**src/hdl/tmrs_pkg.sv**
```systemverilog
package tmrs_pkg;

   // Field widths
   localparam int ENG_CNT_W = 4;
   localparam int HOLD_W    = 16;
   localparam int SPEED_W   = 8;
   localparam int ENG_IDX_W = 3;
   localparam int REQ_SPD_W = 10;
   localparam int MIX_W     = REQ_SPD_W + 1;   // sum or difference of two requests
   localparam int SRV_W     = ENG_CNT_W + 1;   // served engine count, up to 15
   localparam int CSR_IDX_W = 1;
   localparam int CSR_DATA_W = HOLD_W;

   // Reset values of the control registers
   localparam logic [ENG_CNT_W-1:0] ENG_CNT_RST = ENG_CNT_W'(3);
   localparam logic [HOLD_W-1:0]    HOLD_RST    = HOLD_W'(2000);

   // Largest magnitude that a target may take
   localparam int TARGET_LIMIT = 255;

   // Register indexes
   localparam logic [CSR_IDX_W-1:0] CSR_ENGINE_COUNT = 1'b0;
   localparam logic [CSR_IDX_W-1:0] CSR_HOLD_TICKS   = 1'b1;

   typedef enum logic {
      OP_COMMAND = 1'b0,
      OP_TICK    = 1'b1
   } op_type;

   typedef enum logic [1:0] {
      MODE_STOP  = 2'd0,
      MODE_MOVE  = 2'd1,
      MODE_YAW   = 2'd2,
      MODE_PITCH = 2'd3
   } mode_type;

   typedef enum logic {
      KIND_SPEED     = 1'b0,
      KIND_DIRECTION = 1'b1
   } kind_type;

   typedef struct packed {
      op_type                op;
      mode_type              mode;
      logic [REQ_SPD_W-1:0]  vertical_speed;
      logic [REQ_SPD_W-1:0]  move_speed;
      logic [REQ_SPD_W-1:0]  rotate_speed;
   } req_item_type;

   typedef struct packed {
      kind_type              write_kind;
      logic [ENG_IDX_W-1:0]  engine_index;
      logic [SPEED_W-1:0]    write_value;
   } rsp_item_type;

endpackage

```
**src/hdl/tmrs_ifs.sv**
```systemverilog
interface tmrs_req_if;
   import tmrs_pkg::*;

   logic                  valid;
   logic                  ready;
   op_type                op;
   mode_type              mode;
   logic [REQ_SPD_W-1:0]  vertical_speed;
   logic [REQ_SPD_W-1:0]  move_speed;
   logic [REQ_SPD_W-1:0]  rotate_speed;

   modport source (
      output valid, op, mode, vertical_speed, move_speed, rotate_speed,
      input  ready
   );
   modport sink (
      input  valid, op, mode, vertical_speed, move_speed, rotate_speed,
      output ready
   );
endinterface

interface tmrs_rsp_if;
   import tmrs_pkg::*;

   logic                  valid;
   logic                  ready;
   kind_type              write_kind;
   logic [ENG_IDX_W-1:0]  engine_index;
   logic [SPEED_W-1:0]    write_value;

   modport source (
      output valid, write_kind, engine_index, write_value,
      input  ready
   );
   modport sink (
      input  valid, write_kind, engine_index, write_value,
      output ready
   );
endinterface

```
**src/hdl/thruster_mix_reverse_scheduler.sv**
```systemverilog
// Thruster mixer and reverse-aware write scheduler. Each transfer on req_ch is
// either a command (op 0), which mixes the vertical, move and rotate requests
// into target magnitude and direction for engines 0 to 2 (stop zeroes every
// served engine; a target outside +/-255 is dropped and the old one kept), or
// a tick (op 1), which bumps the saturating per-engine hold counters, steps
// the round-robin pointer over the served engines and sends at most one write
// on rsp_ch for the engine it lands on: a pending direction change once
// reverse_hold_ticks ticks have passed since the last one, else a changed
// speed. Commands never produce a result. Rate: one item per clock but for a
// held tick as below; an item is registered in the input register, is processed
// in a single pass, and its result is registered in the output register.
// A tick waits in the input register only while a result is still held in
// the output register and rsp_ch is not ready; commands pass regardless.
// engine_count above MAX_ENGINES is clamped. csr_* writes must come while
// the block is idle. No clearing pass: the block is ready right after reset.
module thruster_mix_reverse_scheduler #(
   parameter int MAX_ENGINES = 8
) (
   input  logic                                 clock,
   input  logic                                 reset,
   tmrs_req_if.sink                             req_ch,
   tmrs_rsp_if.source                           rsp_ch,
   input  logic                                 csr_we,
   input  logic [tmrs_pkg::CSR_IDX_W-1:0]       csr_index,
   input  logic [tmrs_pkg::CSR_DATA_W-1:0]      csr_wdata
);
   import tmrs_pkg::*;

   // control registers
   logic [ENG_CNT_W-1:0]  eng_cnt_ff;
   logic [HOLD_W-1:0]     hold_ff;
   logic [SRV_W-1:0]      served;

   // input register
   logic                  s1_valid_ff;
   logic                  s1_valid_in;
   req_item_type          s1_item_ff;
   req_item_type          req_item;

   // output register
   logic                  rsp_valid_ff;
   logic                  rsp_valid_in;
   rsp_item_type          rsp_item_ff;

   logic                  slot_free;
   logic                  proc_go;
   logic                  cmd_go;
   logic                  tick_go;
   logic                  emit;
   rsp_item_type          sched_item;
   logic [SPEED_W-1:0]    tgt_speed [MAX_ENGINES];
   logic                  tgt_rev   [MAX_ENGINES];

   // --- configuration ---
   always_ff @(posedge clock) begin
      if (reset) begin
         eng_cnt_ff <= ENG_CNT_RST;
         hold_ff    <= HOLD_RST;
      end else if (csr_we) begin
         case (csr_index)
            CSR_ENGINE_COUNT: eng_cnt_ff <= csr_wdata[ENG_CNT_W-1:0];
            CSR_HOLD_TICKS:   hold_ff    <= csr_wdata[HOLD_W-1:0];
            default:          ;
         endcase
      end
   end

   // engines served, clamped to what the arrays hold
   assign served = ({1'b0, eng_cnt_ff} > SRV_W'(MAX_ENGINES)) ?
                   SRV_W'(MAX_ENGINES) : {1'b0, eng_cnt_ff};

   // --- flow control ---
   // A tick may need the output register; a command never does.
   assign slot_free = !rsp_valid_ff || rsp_ch.ready;
   assign proc_go   = s1_valid_ff && ((s1_item_ff.op == OP_COMMAND) || slot_free);
   assign cmd_go    = proc_go && (s1_item_ff.op == OP_COMMAND);
   assign tick_go   = proc_go && (s1_item_ff.op == OP_TICK);

   assign req_ch.ready = !s1_valid_ff || proc_go;

   assign req_item.op             = req_ch.op;
   assign req_item.mode           = req_ch.mode;
   assign req_item.vertical_speed = req_ch.vertical_speed;
   assign req_item.move_speed     = req_ch.move_speed;
   assign req_item.rotate_speed   = req_ch.rotate_speed;

   assign s1_valid_in  = (req_ch.valid && req_ch.ready) || (s1_valid_ff && !proc_go);
   assign rsp_valid_in = (proc_go && emit) || (rsp_valid_ff && !rsp_ch.ready);

   always_ff @(posedge clock) begin
      if (reset) begin
         s1_valid_ff  <= 1'b0;
         rsp_valid_ff <= 1'b0;
      end else begin
         s1_valid_ff  <= s1_valid_in;
         rsp_valid_ff <= rsp_valid_in;
      end
      if (req_ch.valid && req_ch.ready) begin
         s1_item_ff <= req_item;
      end
      if (proc_go && emit) begin
         rsp_item_ff <= sched_item;
      end
   end

   // --- datapath ---
   tmrs_mix #(
      .MAX_ENGINES (MAX_ENGINES)
   ) u_mix (
      .clock     (clock),
      .reset     (reset),
      .cmd_go    (cmd_go),
      .cmd       (s1_item_ff),
      .served    (served),
      .tgt_speed (tgt_speed),
      .tgt_rev   (tgt_rev)
   );

   tmrs_sched #(
      .MAX_ENGINES (MAX_ENGINES)
   ) u_sched (
      .clock      (clock),
      .reset      (reset),
      .tick_go    (tick_go),
      .served     (served),
      .hold_ticks (hold_ff),
      .tgt_speed  (tgt_speed),
      .tgt_rev    (tgt_rev),
      .emit       (emit),
      .item       (sched_item)
   );

   // --- result channel ---
   assign rsp_ch.valid        = rsp_valid_ff;
   assign rsp_ch.write_kind   = rsp_item_ff.write_kind;
   assign rsp_ch.engine_index = rsp_item_ff.engine_index;
   assign rsp_ch.write_value  = rsp_item_ff.write_value;

`ifndef NO_ASSERTIONS
   // a tick blocked by a waiting result stays in the input register untouched
   a_tick_held: assert property (@(posedge clock) disable iff (reset)
      (s1_valid_ff && (s1_item_ff.op == OP_TICK) && rsp_valid_ff && !rsp_ch.ready)
      |=> (s1_valid_ff && $stable(s1_item_ff)))
      else $error("blocked tick left the input register");

   // every result of a processed tick reaches the output register
   a_emit_lands: assert property (@(posedge clock) disable iff (reset)
      (proc_go && emit) |=> rsp_valid_ff)
      else $error("scheduled write lost");

   // a command leaves the output register as it was
   a_cmd_silent: assert property (@(posedge clock) disable iff (reset)
      cmd_go |=> (rsp_valid_ff == ($past(rsp_valid_ff) && !$past(rsp_ch.ready))))
      else $error("command produced a write");

   // direction writes carry a single bit
   a_dir_bit: assert property (@(posedge clock) disable iff (reset)
      (rsp_valid_ff && (rsp_item_ff.write_kind == KIND_DIRECTION))
      |-> (rsp_item_ff.write_value[SPEED_W-1:1] == '0))
      else $error("direction write out of range");
`endif

endmodule

```
**src/hdl/tmrs_mix.sv**
```systemverilog
module tmrs_mix #(
   parameter int MAX_ENGINES = 8
) (
   input  logic                               clock,
   input  logic                               reset,
   input  logic                               cmd_go,
   input  tmrs_pkg::req_item_type             cmd,
   input  logic [tmrs_pkg::SRV_W-1:0]         served,
   output logic [tmrs_pkg::SPEED_W-1:0]       tgt_speed [MAX_ENGINES],
   output logic                               tgt_rev   [MAX_ENGINES]
);
   import tmrs_pkg::*;

   typedef struct packed {
      logic                     set;
      logic signed [MIX_W-1:0]  value;
   } drive_type;

   drive_type                 drv        [MAX_ENGINES];
   logic [SPEED_W-1:0]        tgt_speed_ff [MAX_ENGINES];
   logic [SPEED_W-1:0]        tgt_speed_in [MAX_ENGINES];
   logic                      tgt_rev_ff   [MAX_ENGINES];
   logic                      tgt_rev_in   [MAX_ENGINES];
   logic signed [MIX_W-1:0]   vs;
   logic signed [MIX_W-1:0]   ms;
   logic signed [MIX_W-1:0]   rs;
   logic signed [MIX_W-1:0]   mag;

   // Mixing: which engines get a new request and what value
   always_comb begin
      vs = MIX_W'($signed(cmd.vertical_speed));
      ms = MIX_W'($signed(cmd.move_speed));
      rs = MIX_W'($signed(cmd.rotate_speed));
      for (int i = 0; i < MAX_ENGINES; i++) begin
         drv[i] = '{set: 1'b0, value: '0};
      end
      if (cmd.mode == MODE_STOP) begin
         for (int i = 0; i < MAX_ENGINES; i++) begin
            drv[i] = '{set: 1'b1, value: '0};
         end
      end else begin
         drv[0] = '{set: 1'b1, value: vs};
         case (cmd.mode)
            MODE_YAW: begin
               drv[1] = '{set: 1'b1, value: rs};
               drv[2] = '{set: 1'b1, value: -rs};
            end
            default: begin
               if (!rs[MIX_W-1]) begin
                  drv[1] = '{set: 1'b1, value: ms - rs};
                  drv[2] = '{set: 1'b1, value: ms};
               end else begin
                  drv[1] = '{set: 1'b1, value: ms};
                  drv[2] = '{set: 1'b1, value: ms + rs};
               end
            end
         endcase
      end
   end

   // Out-of-range requests keep the old target
   always_comb begin
      mag = '0;
      for (int i = 0; i < MAX_ENGINES; i++) begin
         tgt_speed_in[i] = tgt_speed_ff[i];
         tgt_rev_in[i]   = tgt_rev_ff[i];
         mag = drv[i].value[MIX_W-1] ? -drv[i].value : drv[i].value;
         if (drv[i].set && (SRV_W'(i) < served) &&
             (drv[i].value >= -TARGET_LIMIT) && (drv[i].value <= TARGET_LIMIT)) begin
            tgt_speed_in[i] = mag[SPEED_W-1:0];
            tgt_rev_in[i]   = drv[i].value[MIX_W-1];
         end
      end
   end

   always_ff @(posedge clock) begin
      if (reset) begin
         for (int i = 0; i < MAX_ENGINES; i++) begin
            tgt_speed_ff[i] <= '0;
            tgt_rev_ff[i]   <= 1'b0;
         end
      end else if (cmd_go) begin
         for (int i = 0; i < MAX_ENGINES; i++) begin
            tgt_speed_ff[i] <= tgt_speed_in[i];
            tgt_rev_ff[i]   <= tgt_rev_in[i];
         end
      end
   end

   assign tgt_speed = tgt_speed_ff;
   assign tgt_rev   = tgt_rev_ff;

endmodule

```
**src/hdl/tmrs_sched.sv**
```systemverilog
module tmrs_sched #(
   parameter int MAX_ENGINES = 8
) (
   input  logic                               clock,
   input  logic                               reset,
   input  logic                               tick_go,
   input  logic [tmrs_pkg::SRV_W-1:0]         served,
   input  logic [tmrs_pkg::HOLD_W-1:0]        hold_ticks,
   input  logic [tmrs_pkg::SPEED_W-1:0]       tgt_speed [MAX_ENGINES],
   input  logic                               tgt_rev   [MAX_ENGINES],
   output logic                               emit,
   output tmrs_pkg::rsp_item_type             item
);
   import tmrs_pkg::*;

   localparam int PTR_W = (MAX_ENGINES > 1) ? $clog2(MAX_ENGINES) : 1;

   logic [SPEED_W-1:0]  sent_speed_ff [MAX_ENGINES];
   logic                sent_rev_ff   [MAX_ENGINES];
   logic [HOLD_W-1:0]   hold_cnt_ff   [MAX_ENGINES];
   logic [HOLD_W-1:0]   cnt_inc       [MAX_ENGINES];
   logic [PTR_W-1:0]    ptr_ff;
   logic [PTR_W-1:0]    ptr_in;
   logic [PTR_W:0]      ptr_inc;
   logic                active;
   logic                dir_due;
   logic                spd_due;

   always_comb begin
      active  = tick_go && (served != '0);
      ptr_inc = {1'b0, ptr_ff} + 1'b1;
      ptr_in  = (SRV_W'(ptr_inc) >= served) ? '0 : ptr_inc[PTR_W-1:0];
      // saturating hold counters of the served engines
      for (int i = 0; i < MAX_ENGINES; i++) begin
         cnt_inc[i] = hold_cnt_ff[i];
         if ((SRV_W'(i) < served) && (hold_cnt_ff[i] != '1)) begin
            cnt_inc[i] = hold_cnt_ff[i] + 1'b1;
         end
      end
      dir_due = (cnt_inc[ptr_in] >= hold_ticks) && (tgt_rev[ptr_in] != sent_rev_ff[ptr_in]);
      spd_due = tgt_speed[ptr_in] != sent_speed_ff[ptr_in];
      emit    = active && (dir_due || spd_due);
      item.write_kind   = dir_due ? KIND_DIRECTION : KIND_SPEED;
      item.engine_index = ENG_IDX_W'(ptr_in);
      item.write_value  = dir_due ? SPEED_W'(tgt_rev[ptr_in]) : tgt_speed[ptr_in];
   end

   always_ff @(posedge clock) begin
      if (reset) begin
         ptr_ff <= '0;
         for (int i = 0; i < MAX_ENGINES; i++) begin
            sent_speed_ff[i] <= '0;
            sent_rev_ff[i]   <= 1'b0;
            hold_cnt_ff[i]   <= '0;
         end
      end else if (active) begin
         ptr_ff <= ptr_in;
         for (int i = 0; i < MAX_ENGINES; i++) begin
            hold_cnt_ff[i] <= cnt_inc[i];
            if (PTR_W'(i) == ptr_in) begin
               if (dir_due) begin
                  hold_cnt_ff[i] <= '0;
                  sent_rev_ff[i] <= tgt_rev[i];
               end else if (spd_due) begin
                  sent_speed_ff[i] <= tgt_speed[i];
               end
            end
         end
      end
   end

endmodule

```
**src/flat_wrapper.sv**
```systemverilog
// flat-port wrapper written by rule: the top's interface ports become plain ports
module thruster_mix_reverse_scheduler_flat import tmrs_pkg::*;
#(
   parameter int MAX_ENGINES = 8
)
  (clock, reset, csr_we, csr_index, csr_wdata, req_ch_valid, req_ch_op, req_ch_mode, req_ch_vertical_speed, req_ch_move_speed, req_ch_rotate_speed, req_ch_ready, rsp_ch_valid, rsp_ch_write_kind, rsp_ch_engine_index, rsp_ch_write_value, rsp_ch_ready);
  tmrs_req_if req_ch_i ();
  tmrs_rsp_if rsp_ch_i ();
  input  logic clock;
  input  logic reset;
  input  logic csr_we;
  input  logic [tmrs_pkg::CSR_IDX_W-1:0] csr_index;
  input  logic [tmrs_pkg::CSR_DATA_W-1:0] csr_wdata;
  input wire logic [$bits(req_ch_i.valid)-1:0] req_ch_valid;
  input wire logic [$bits(req_ch_i.op)-1:0] req_ch_op;
  input wire logic [$bits(req_ch_i.mode)-1:0] req_ch_mode;
  input wire logic [$bits(req_ch_i.vertical_speed)-1:0] req_ch_vertical_speed;
  input wire logic [$bits(req_ch_i.move_speed)-1:0] req_ch_move_speed;
  input wire logic [$bits(req_ch_i.rotate_speed)-1:0] req_ch_rotate_speed;
  output wire logic [$bits(req_ch_i.ready)-1:0] req_ch_ready;
  output wire logic [$bits(rsp_ch_i.valid)-1:0] rsp_ch_valid;
  output wire logic [$bits(rsp_ch_i.write_kind)-1:0] rsp_ch_write_kind;
  output wire logic [$bits(rsp_ch_i.engine_index)-1:0] rsp_ch_engine_index;
  output wire logic [$bits(rsp_ch_i.write_value)-1:0] rsp_ch_write_value;
  input wire logic [$bits(rsp_ch_i.ready)-1:0] rsp_ch_ready;
  assign req_ch_i.valid = req_ch_valid;
  assign req_ch_i.op = req_ch_op;
  assign req_ch_i.mode = req_ch_mode;
  assign req_ch_i.vertical_speed = req_ch_vertical_speed;
  assign req_ch_i.move_speed = req_ch_move_speed;
  assign req_ch_i.rotate_speed = req_ch_rotate_speed;
  assign req_ch_ready = req_ch_i.ready;
  assign rsp_ch_valid = rsp_ch_i.valid;
  assign rsp_ch_write_kind = rsp_ch_i.write_kind;
  assign rsp_ch_engine_index = rsp_ch_i.engine_index;
  assign rsp_ch_write_value = rsp_ch_i.write_value;
  assign rsp_ch_i.ready = rsp_ch_ready;
  thruster_mix_reverse_scheduler #(.MAX_ENGINES(MAX_ENGINES)) u_core (.clock(clock), .reset(reset), .req_ch(req_ch_i), .rsp_ch(rsp_ch_i), .csr_we(csr_we), .csr_index(csr_index), .csr_wdata(csr_wdata));
endmodule
```
**config.mk**
```make
export PLATFORM = sky130hd
export DESIGN_NAME = thruster_mix_reverse_scheduler_flat
export DESIGN_NICKNAME = d
export VERILOG_FILES = /design/src/hdl/tmrs_pkg.sv /design/src/hdl/tmrs_ifs.sv /design/src/hdl/thruster_mix_reverse_scheduler.sv /design/src/hdl/tmrs_mix.sv /design/src/hdl/tmrs_sched.sv /design/src/flat_wrapper.sv
export SDC_FILE = /design/constraint.sdc
export NUM_CORES = 1
export LEC_CHECK = 0
export BUFFER_PORTS_ARGS = -buffer_cell sky130_fd_sc_hd__buf_2
export CAP_MARGIN = 20
export CORE_MARGIN = 4
export CORE_UTILIZATION = 57
export CTS_CLUSTER_DIAMETER = 150
export CTS_CLUSTER_SIZE = 10
export DETAILED_ROUTE_END_ITERATION = 10
export HOLD_SLACK_MARGIN = 0.12
export PLACE_DENSITY = 0.8
export REMOVE_ABC_BUFFERS = 1
export SLEW_MARGIN = 30
export SYNTH_ARGS = -nofsm -noshare
export SYNTH_HDL_FRONTEND = slang
export SYNTH_SLANG_ARGS = --single-unit
```
**constraint.sdc**
```tcl
create_clock -name clock -period 5.9 [get_ports clock]
set_input_delay 1.18 -clock clock [delete_from_list [all_inputs] [get_ports clock]]
set_output_delay 1.18 -clock clock [all_outputs]
set_load 0.05 [all_outputs]
```
# Yosys cells after proc, flatten, opt, wreduce, memory -nomap -nowiden
# Memory sizes are Yosys's and may differ from the RTL's.
# Index checks and enable logic that the tools add are counted.
dict set report totals {
  register_bits 142
  ramBits 200
  in_bits 55
  elab_cells 335
  n_memories 3
}
dict set report classes {
  addsub 20
  order_cmp 28
  eq_ne 18
  mux 136
  bitwise_logic 35
  reduce_logical 65
}
# memory words width rd rd_ports_with_merged_regs write_ports line
set mem_list {}
lappend mem_list {u_core.u_sched.hold_cnt_ff 8 16 8 0 8 tmrs_sched.sv:20} ;# logic [HOLD_W-1:0] hold_cnt_ff [MAX_ENGINES];
lappend mem_list {u_core.u_sched.sent_speed_ff 8 8 1 0 8 tmrs_sched.sv:18} ;# logic [SPEED_W-1:0] sent_speed_ff [MAX_ENGINES];
lappend mem_list {u_core.u_sched.sent_rev_ff 8 1 1 0 8 tmrs_sched.sv:19} ;# logic sent_rev_ff [MAX_ENGINES];
# op count
set op_table {}
lappend op_table {{$mux 16} 26}
lappend op_table {{$mux 8} 18}
lappend op_table {{$add 16x1->16 const B} 8}
lappend op_table {{$ne 16x16->1 const B} 8}
lappend op_table {{$ge 11x9->1 const B} 8}
lappend op_table {{$le 11x9->1 const B} 8}
lappend op_table {{$mux 1} 83}
lappend op_table {{$neg 8->8} 8}
lappend op_table {{$mux 60} 1}
lappend op_table {{$bmux 16 s3} 1}
lappend op_table {{$mux 23} 2}
lappend op_table {{$logic_and 1x1->1} 41}
lappend op_table {{$mux 35} 1}
lappend op_table {{$or 1x1->1} 32}
lappend op_table {{$bmux 8 s3} 1}
lappend op_table {{$lt 3x5->1 const A} 4}
lappend op_table {{$reduce_and 2->1} 10}
lappend op_table {{$ge 16x16->1} 1}
lappend op_table {{$eq 3x3->1 const A} 4}
lappend op_table {{$add 10x10->11} 1}
lappend op_table {{$neg 10->11} 1}
lappend op_table {{$sub 10x10->11} 1}
lappend op_table {{$lt 1x5->1 const A} 2}
lappend op_table {{$lt 2x5->1 const A} 2}
lappend op_table {{20 further kinds} 30}

# Longest topological paths before layout
# Gate-level depths: netlist of run 1.
dict set report depth {
  depth_word 16
  ltp_mapped 26
  depth_no_buf 22
}

# By module
# From an unflattened synthesis of run 1, not the netlist that was laid out.
dict set report unflattened {
  hier_cells 2052
  area_unflattened_um2 19882.8
}
# mod instances cells_per_inst area_per_inst_um2
set by_module_without_submodules {}
lappend by_module_without_submodules {tmrs_sched 1 1389 13691.9}
lappend by_module_without_submodules {tmrs_mix 1 514 3945.0}
lappend by_module_without_submodules {thruster_mix_reverse_scheduler 1 149 2245.9}

# Least setup slack after synthesis of run 1
# OpenSTA, ideal clock, no wires.
dict set report synth_timing {
  kind {register -> register}
  from {reg u_core.u_sched.ptr_ff[0]}
  to {mem u_core.u_sched.sent_speed_ff[0][0], enable pin}
  setup_ns 0.398
  arrival_time_ns 5.721
  t_required_ns 5.502
  path_slack_ns -0.219
  path_stages_with_launch 23
  period_less_slack_ns 6.119
  cell_sequence {dfxtp_1 clkbuf_1 and3_1 ha_1 and3_1 a221o_1 nor3_4 clkbuf_1 buf_1 clkbuf_1 a22oi_1 nand2_1 o22ai_1 ha_1 a21o_1 a21o_1 a21o_1 a211o_1 a21oi_1 or4_1 buf_2 nand2_1 o41ai_1}
}
# item line
set synth_lines {}
lappend synth_lines {{start: declaration} tmrs_sched.sv:22} ;# logic [PTR_W-1:0] ptr_ff;
lappend synth_lines {{start signal: assignment} tmrs_sched.sv:57} ;# ptr_ff <= ptr_in;
lappend synth_lines {{end: declaration} tmrs_sched.sv:18}

==> impl_metrics.ini, run 1 <==
[synth]
synth_cell_type_count = 81
synthCells = 1662
ys_ff_latch = 252
yosysWarnings = 0
synth-main-ff-cell = edfxtp_1
ys_seq_area_frac = 0.4492
synth_area_um2 = 15690
syn_area_per_cell_um2 = 9.438
async_reset_ff_frac = 0
synth_edf_count = 200

[worst_setup_path]
crit_type = flip-flop to flip-flop
slowest_delay_ns = 0.57
critPathArrivalTime_ns = 5.87
critical-path-top-delay-family = simple AND/OR/NAND/NOR gates
cp-end-kind = flip-flop
cp-start-kind = flip-flop
crit_required_ns = 6.19
worstPathMaxFanout = 15
worst-path-buf-inv = 2
critical-path-slowest-cell = or4_1
path_cells = buf_4, or2_2, a21oi_1, o21bai_1, nor2_1, xnor2_1, mux2i_1, o21ai_0, a21oi_1, or3_1, ha_1, a211oi_1, o21ai_0, a21oi_1, or4_1, or3_1, o21ai_4, buf_12, nor2_1
cp_common_cell = a21oi_1

[cts]
cts_max_path_buffers = 3
ctsResizeCount = 0
insertion_delay_ns = 0.55
clock_tree.root_cell = clkbuf_16
cts.sinks = 252
clkSlewWorstSetupHoldPaths_ns = 0.06
cts_inserted_buffers = 29
cts_htree_levels = 1
cts_tree = yes

[placement]
placed_cells = 2028
dp_hpwl_mm = 32.32
io_buffers = 68
postPlaceCellArea_um2 = 16490
place.gp.congestion = 0.9849
place_ws_ns = 0.3558

[drt]
vias_per_cell = 6.380
drtPass1Iterations = 6
drt-total-wl_mm = 43.60
drtIter0Drc = 1492
drc = 0
wl_per_cell_um = 20.92
antenna_left = 0
via_count = 13300

[floorplan]
die_h_um = 173.9
die_area_um2 = 30240
num_rows = 60
coreArea_um2 = 27030
dieWidth_um = 173.9
initial_core_util = 0.5804
io-pin-count = 69

[layout]
layout-drive-gt1-share = 0.1027
final_cell_mix = 213 x nor2_1, 200 x edfxtp_1, 148 x nand2_1
nNetsFinal = 1836
stdcell_area_um2 = 17370
layout-area-overhead-vs-synth_pct = 10.76
layout_commonest_cell = nor2_1
fin_util = 0.6429
stdcell_count = 2084
diodes = 0

[sta]
fmax_mhz = 179.3
fin_crit_ns = 5.578
worst_slack_ns = 0.3222
setup_violations = 0
fin_hold_ws_ns = 0.4594
hold_viol_final = 0
worst_pin_slew_ns = 0.9363
clock_skew_ns = 0.01767
setup_tns_ns = 0
rsz0062_at_grt = no
slew_headroom = 0.3751
drv_slew = 0
finalCritPeriodShare = 0.9454

[global_route]
antenna_found_initial = 0
grt_pass1_vias = 12770
grt_start_max_net_pins = 78
overflow = 0
track_usage = 0.2801
grt_first_pass_wirelength_mm = 68.74

[power]
irDropWorstVdd_mv = 0.2507
powerDensity_nw_per_um2 = 265.1
total_leakage_power_nw = 6.493
p_total_mw = 4.606

[status]
status = finished, final reports clean

[run]
maxCapViolCount = 0

[min_path]
hold_class = flip-flop to flip-flop
tightest hold or removal path: stages (launching register included):
cell	delay, ns
dfxtp_1	0.31
nand2_1	0.05
a21oi_1	0.05
report_power, final:
group,switching [mW],internal [mW]
Sequential,0.0888,2.02
Combinational,0.556,0.313
Clock,0.706,0.919
Total,1.35,3.25
cell families after synthesis:
family | share of synthesized area
muxes | 0.02345
buffers and inverters | 0.03310
and+or+nand+nor | 0.2196
adders and majority gates | 0.04882
DFF | 0.4492
AOI/OAI and AO/OA | 0.1432
xor gates and xnor gates | 0.08264
routing by layer:
layer	vias to the layer above	track usage	wire length (um)	share of wire
met3	115	0.02936	2957	0.068
met1	6369	0.3621	17240	0.40
met5	-	0	0	0
li1	6211	-	-	-
met4	0	0.1089	2000	0.046
met2	600	0.4864	21400	0.49
worst paths after layout:
kind,start,endpoint,slack (ns),cells past startpoint
max,u_core.eng_cnt_ff[3],u_core.u_sched.hold_cnt_ff[0][1],0.32,19
min reg2reg,u_core.hold_ff[11],u_core.hold_ff[11],0.46,2
max reg2reg,u_core.eng_cnt_ff[3],u_core.u_sched.hold_cnt_ff[0][1],0.32,19
min,u_core.hold_ff[11],u_core.hold_ff[11],0.46,2
what timing repair did:
action | 4_1_cts | 5_1_grt
endpoints found under the hold margin | 0 | 0
hold buffers | 0 | 0
setup endpoints to repair | 0 | 37
setup buffers | 0 | 3
flip-flops by register name (all words and copies together), names as in the netlist, 4 cells and up:
name / cells
u_core.rsp_ch.write_value: 8
u_core.eng_cnt_ff: 4
u_core.s1_item_ff: 33
u_core.u_sched.hold_cnt_ff: 128
u_core.u_mix.tgt_speed: 24
u_core.u_sched.sent_speed_ff: 24
u_core.hold_ff: 16
synth_stat cells, drive strengths merged, types with 16 or more instances:
library cell  instances  area share
a21oi                95       0.030
a22oi                17      0.0081
and2                 20      0.0080
and3                 29       0.012
and4                 16      0.0089
buf                  17      0.0051
clkbuf               61       0.015
dfxtp                52       0.066
edfxtp              200        0.38
ha                   58       0.046
inv                  54       0.013
mux2i                30       0.019
nand2               149       0.036
nand2b               21      0.0084
nand3               110       0.035
nand4                39       0.016
nor2                215       0.051
nor3                 43       0.015
o21ai                45       0.017
xnor2                69       0.039
xor2                 79       0.044
layout make-up:
type / instances / area, um^2
Clock buffer: 51 / 808.3
Clock inverter: 2 / 17.52
Fill cell: 2163 / 9652
Inverter: 56 / 210.2
Multi-Input combinational cell: 1276 / 8182
Sequential cell: 252 / 7047
Tap cell: 341 / 426.7
Timing Repair Buffer: 106 / 683.2
(Power assumes the default switching activity.)
==> run 2: changes to the inputs <==
--- a/config.mk
+++ b/config.mk
@@ -17,2 +17,3 @@
 export REMOVE_ABC_BUFFERS = 1
+export SKIP_LAST_GASP = 1
 export SLEW_MARGIN = 30
==> constraint.sdc (replaced) <==
create_clock -name clock -period 5.9 [get_ports clock]
set_input_delay 0.885 -clock clock [delete_from_list [all_inputs] [get_ports clock]]
set_output_delay 0.885 -clock clock [all_outputs]
set_load 0.02 [all_outputs]
==> run 2 against run 1 <==
  * Count of clock-buffer cells in the layout unchanged
  * Fmax increased by 0.52%
  * Combinational power decreased by 1%
  * Final area barely moved
  * Cell count up 0.19%
  * Highest routed layer unchanged
==> impl_metrics.ini, run 2 (synthesis gave the netlist of run 1 again) <==
[global_route]
grt_first_pass_wirelength_mm = 67.78
grt_start_max_net_pins = 80
track_usage = 0.2768
antenna_found_initial = 0
grt_pass1_vias = 12680
overflow = 0

[power]
powerDensity_nw_per_um2 = 264.5
p_seq_frac = 0.459
irDropWorstVdd_mv = 0.2514
p_clk_frac = 0.354
switching_power_mw = 1.344
comb_power_share = 0.187
total_leakage_power_nw = 6.501
switching_share = 0.2923
p_int_mw = 3.254

[cts]
cts_inserted_buffers = 29
clock_tree.root_cell = clkbuf_16
cts_htree_levels = 1
cts_tree = yes
cts.sinks = 252
clkSlewWorstSetupHoldPaths_ns = 0.06
cts_max_path_buffers = 3
cts_hold_buf = 0
insertion_delay_ns = 0.55

[drt]
via_count = 13280
drc = 0
drt-total-wl_mm = 43.03
vias_per_cell = 6.362
drtIter0Drc = 1260
drtPass1Iterations = 6
antenna_left = 0
wl_per_cell_um = 20.61

[run]
maxCapViolCount = 0

[sta]
fmax_mhz = 180.2
finalCritPeriodShare = 0.9405
rsz0062_at_grt = no
setup_violations = 0
fin_crit_ns = 5.549
hold_viol_final = 0
setup_tns_ns = 0
slew_headroom = 0.4271
clock_skew_ns = 0.01965
worst_pin_slew_ns = 0.8584
drv_slew = 0

[worst_setup_path]
worstPathMaxFanout = 10
cp-start-kind = flip-flop
cp-end-kind = flip-flop
critPathArrivalTime_ns = 5.84
reg2reg_depth = 24
crit_required_ns = 6.19
crit_type = flip-flop to flip-flop

[floorplan]
dieWidth_um = 173.9
die_area_um2 = 30240
die_h_um = 173.9
num_rows = 60
initial_core_util = 0.5804
io-pin-count = 69
coreArea_um2 = 27030

[layout]
reg.largest.list = u_core.u_sched.hold_cnt_ff (128), u_core.s1_item_ff (33)
layout-drive-gt1-share = 0.1059
layout-area-overhead-vs-synth_pct = 10.85
stdcell_count = 2088
final_cell_mix = 212 x nor2_1, 200 x edfxtp_1, 148 x nand2_1
layout_commonest_cell = nor2_1
diodes = 0
regMostFlops = u_core.u_sched.hold_cnt_ff
largest_register_ffs = 128
nNetsFinal = 1840

[status]
status = finished, final reports clean

[min_path]
holdPathStages = 2
hold_class = flip-flop to flip-flop

[placement]
io_buffers = 68
place.gp.congestion = 0.9765
placed_cells = 2031
dp_hpwl_mm = 31.98
[run 2: cell types whose count changed in the layout (fill, tap and decap cells not counted), sizes merged]
cell,change
buf,+4
[run 2: repair_timing]
action                                 in CTS  in global routing
gates resized for setup                     0                  2
endpoints found under the hold margin       0                  0
buffers inserted                            0                  4
setup endpoints to repair                   0                 48
[run 2: worst max-delay path, stage by stage (launching register included)]
cell and delay (ns):
dfxtp_1 0.37, ha_1 0.18, xor2_1 0.20, ha_1 0.28, and3_1 0.20, a221oi_2 0.31, buf_4 0.19, nand2_1 0.19
clkinv_1 0.25, o21ai_0 0.12, a21oi_1 0.15, nor2_1 0.08, a22oi_1 0.17, nand2_1 0.08, ha_1 0.27, nand2b_1 0.11
a21o_1 0.11, a211oi_1 0.06, o21ai_0 0.24, a21oi_1 0.10, or4_1 0.53, or3_1 0.59, o21ai_4 0.24, buf_4 0.19
nor2_1 0.06
[run 2: final cells by class]
type,instances,area [um^2]
timing repair buffer,110,688.2
clock buffer,51,808.3
tap,341,426.7
sequential,252,7047
inverter,56,210.2
fill,2228,9638
multi-input combinational,1276,8190
clock inverter,2,17.52
[run 2: path summary, 6_finish.rpt]
kind	startpoint	end	slack, ns
max	u_core.u_sched.ptr_ff[0]	u_core.u_sched.hold_cnt_ff[0][24]	0.35
min	u_core.hold_ff[2]	u_core.hold_ff[2]	0.46
max reg2reg	u_core.u_sched.ptr_ff[0]	u_core.u_sched.hold_cnt_ff[0][24]	0.35
min reg2reg	u_core.hold_ff[2]	u_core.hold_ff[2]	0.46
[run 2: power groups by stage]
| stage | Sequential, mW | Clock [mW] | Combinational, mW |
|---|---|---|---|
| after floorplan | 2.14 | 0 | 0.548 |
| after global placement | 2.14 | 0 | 0.816 |
| after detailed placement | 2.14 | 0 | 0.831 |
| after CTS | 2.11 | 1.64 | 0.839 |
| after global routing | 2.12 | 1.73 | 0.935 |
| final | 2.11 | 1.63 | 0.861 |
[run 2: layer usage]
metal / track usage / vias to the layer above / wire [um]
met5: 0 / - / 0
met3: 0.04676 / 134 / 3302
met4: 0.1234 / 0 / 2284
met1: 0.3549 / 6318 / 17100
met2: 0.4631 / 615 / 20350
li1: - / 6217 / -
[run 2: metrics by stage]
stage | setup slack, ns | area, um^2 | hold slack [ns] | util | total power [mW]
2_1_floorplan | -0.8827 | 15380 | 0.4303 | - | 2.683
3_3_place_gp | 0.4242 | 16470 | 0.4458 | 0.6094 | 2.955
3_5_place_dp | 0.3052 | 16490 | 0.4517 | 0.6102 | 2.975
4_1_cts | 0.2580 | 17320 | 0.4594 | 0.6408 | 4.590
5_1_grt | 0.02311 | 17390 | 0.4874 | 0.6434 | 4.783
6_report | 0.3508 | 17390 | 0.4574 | 0.6434 | 4.599
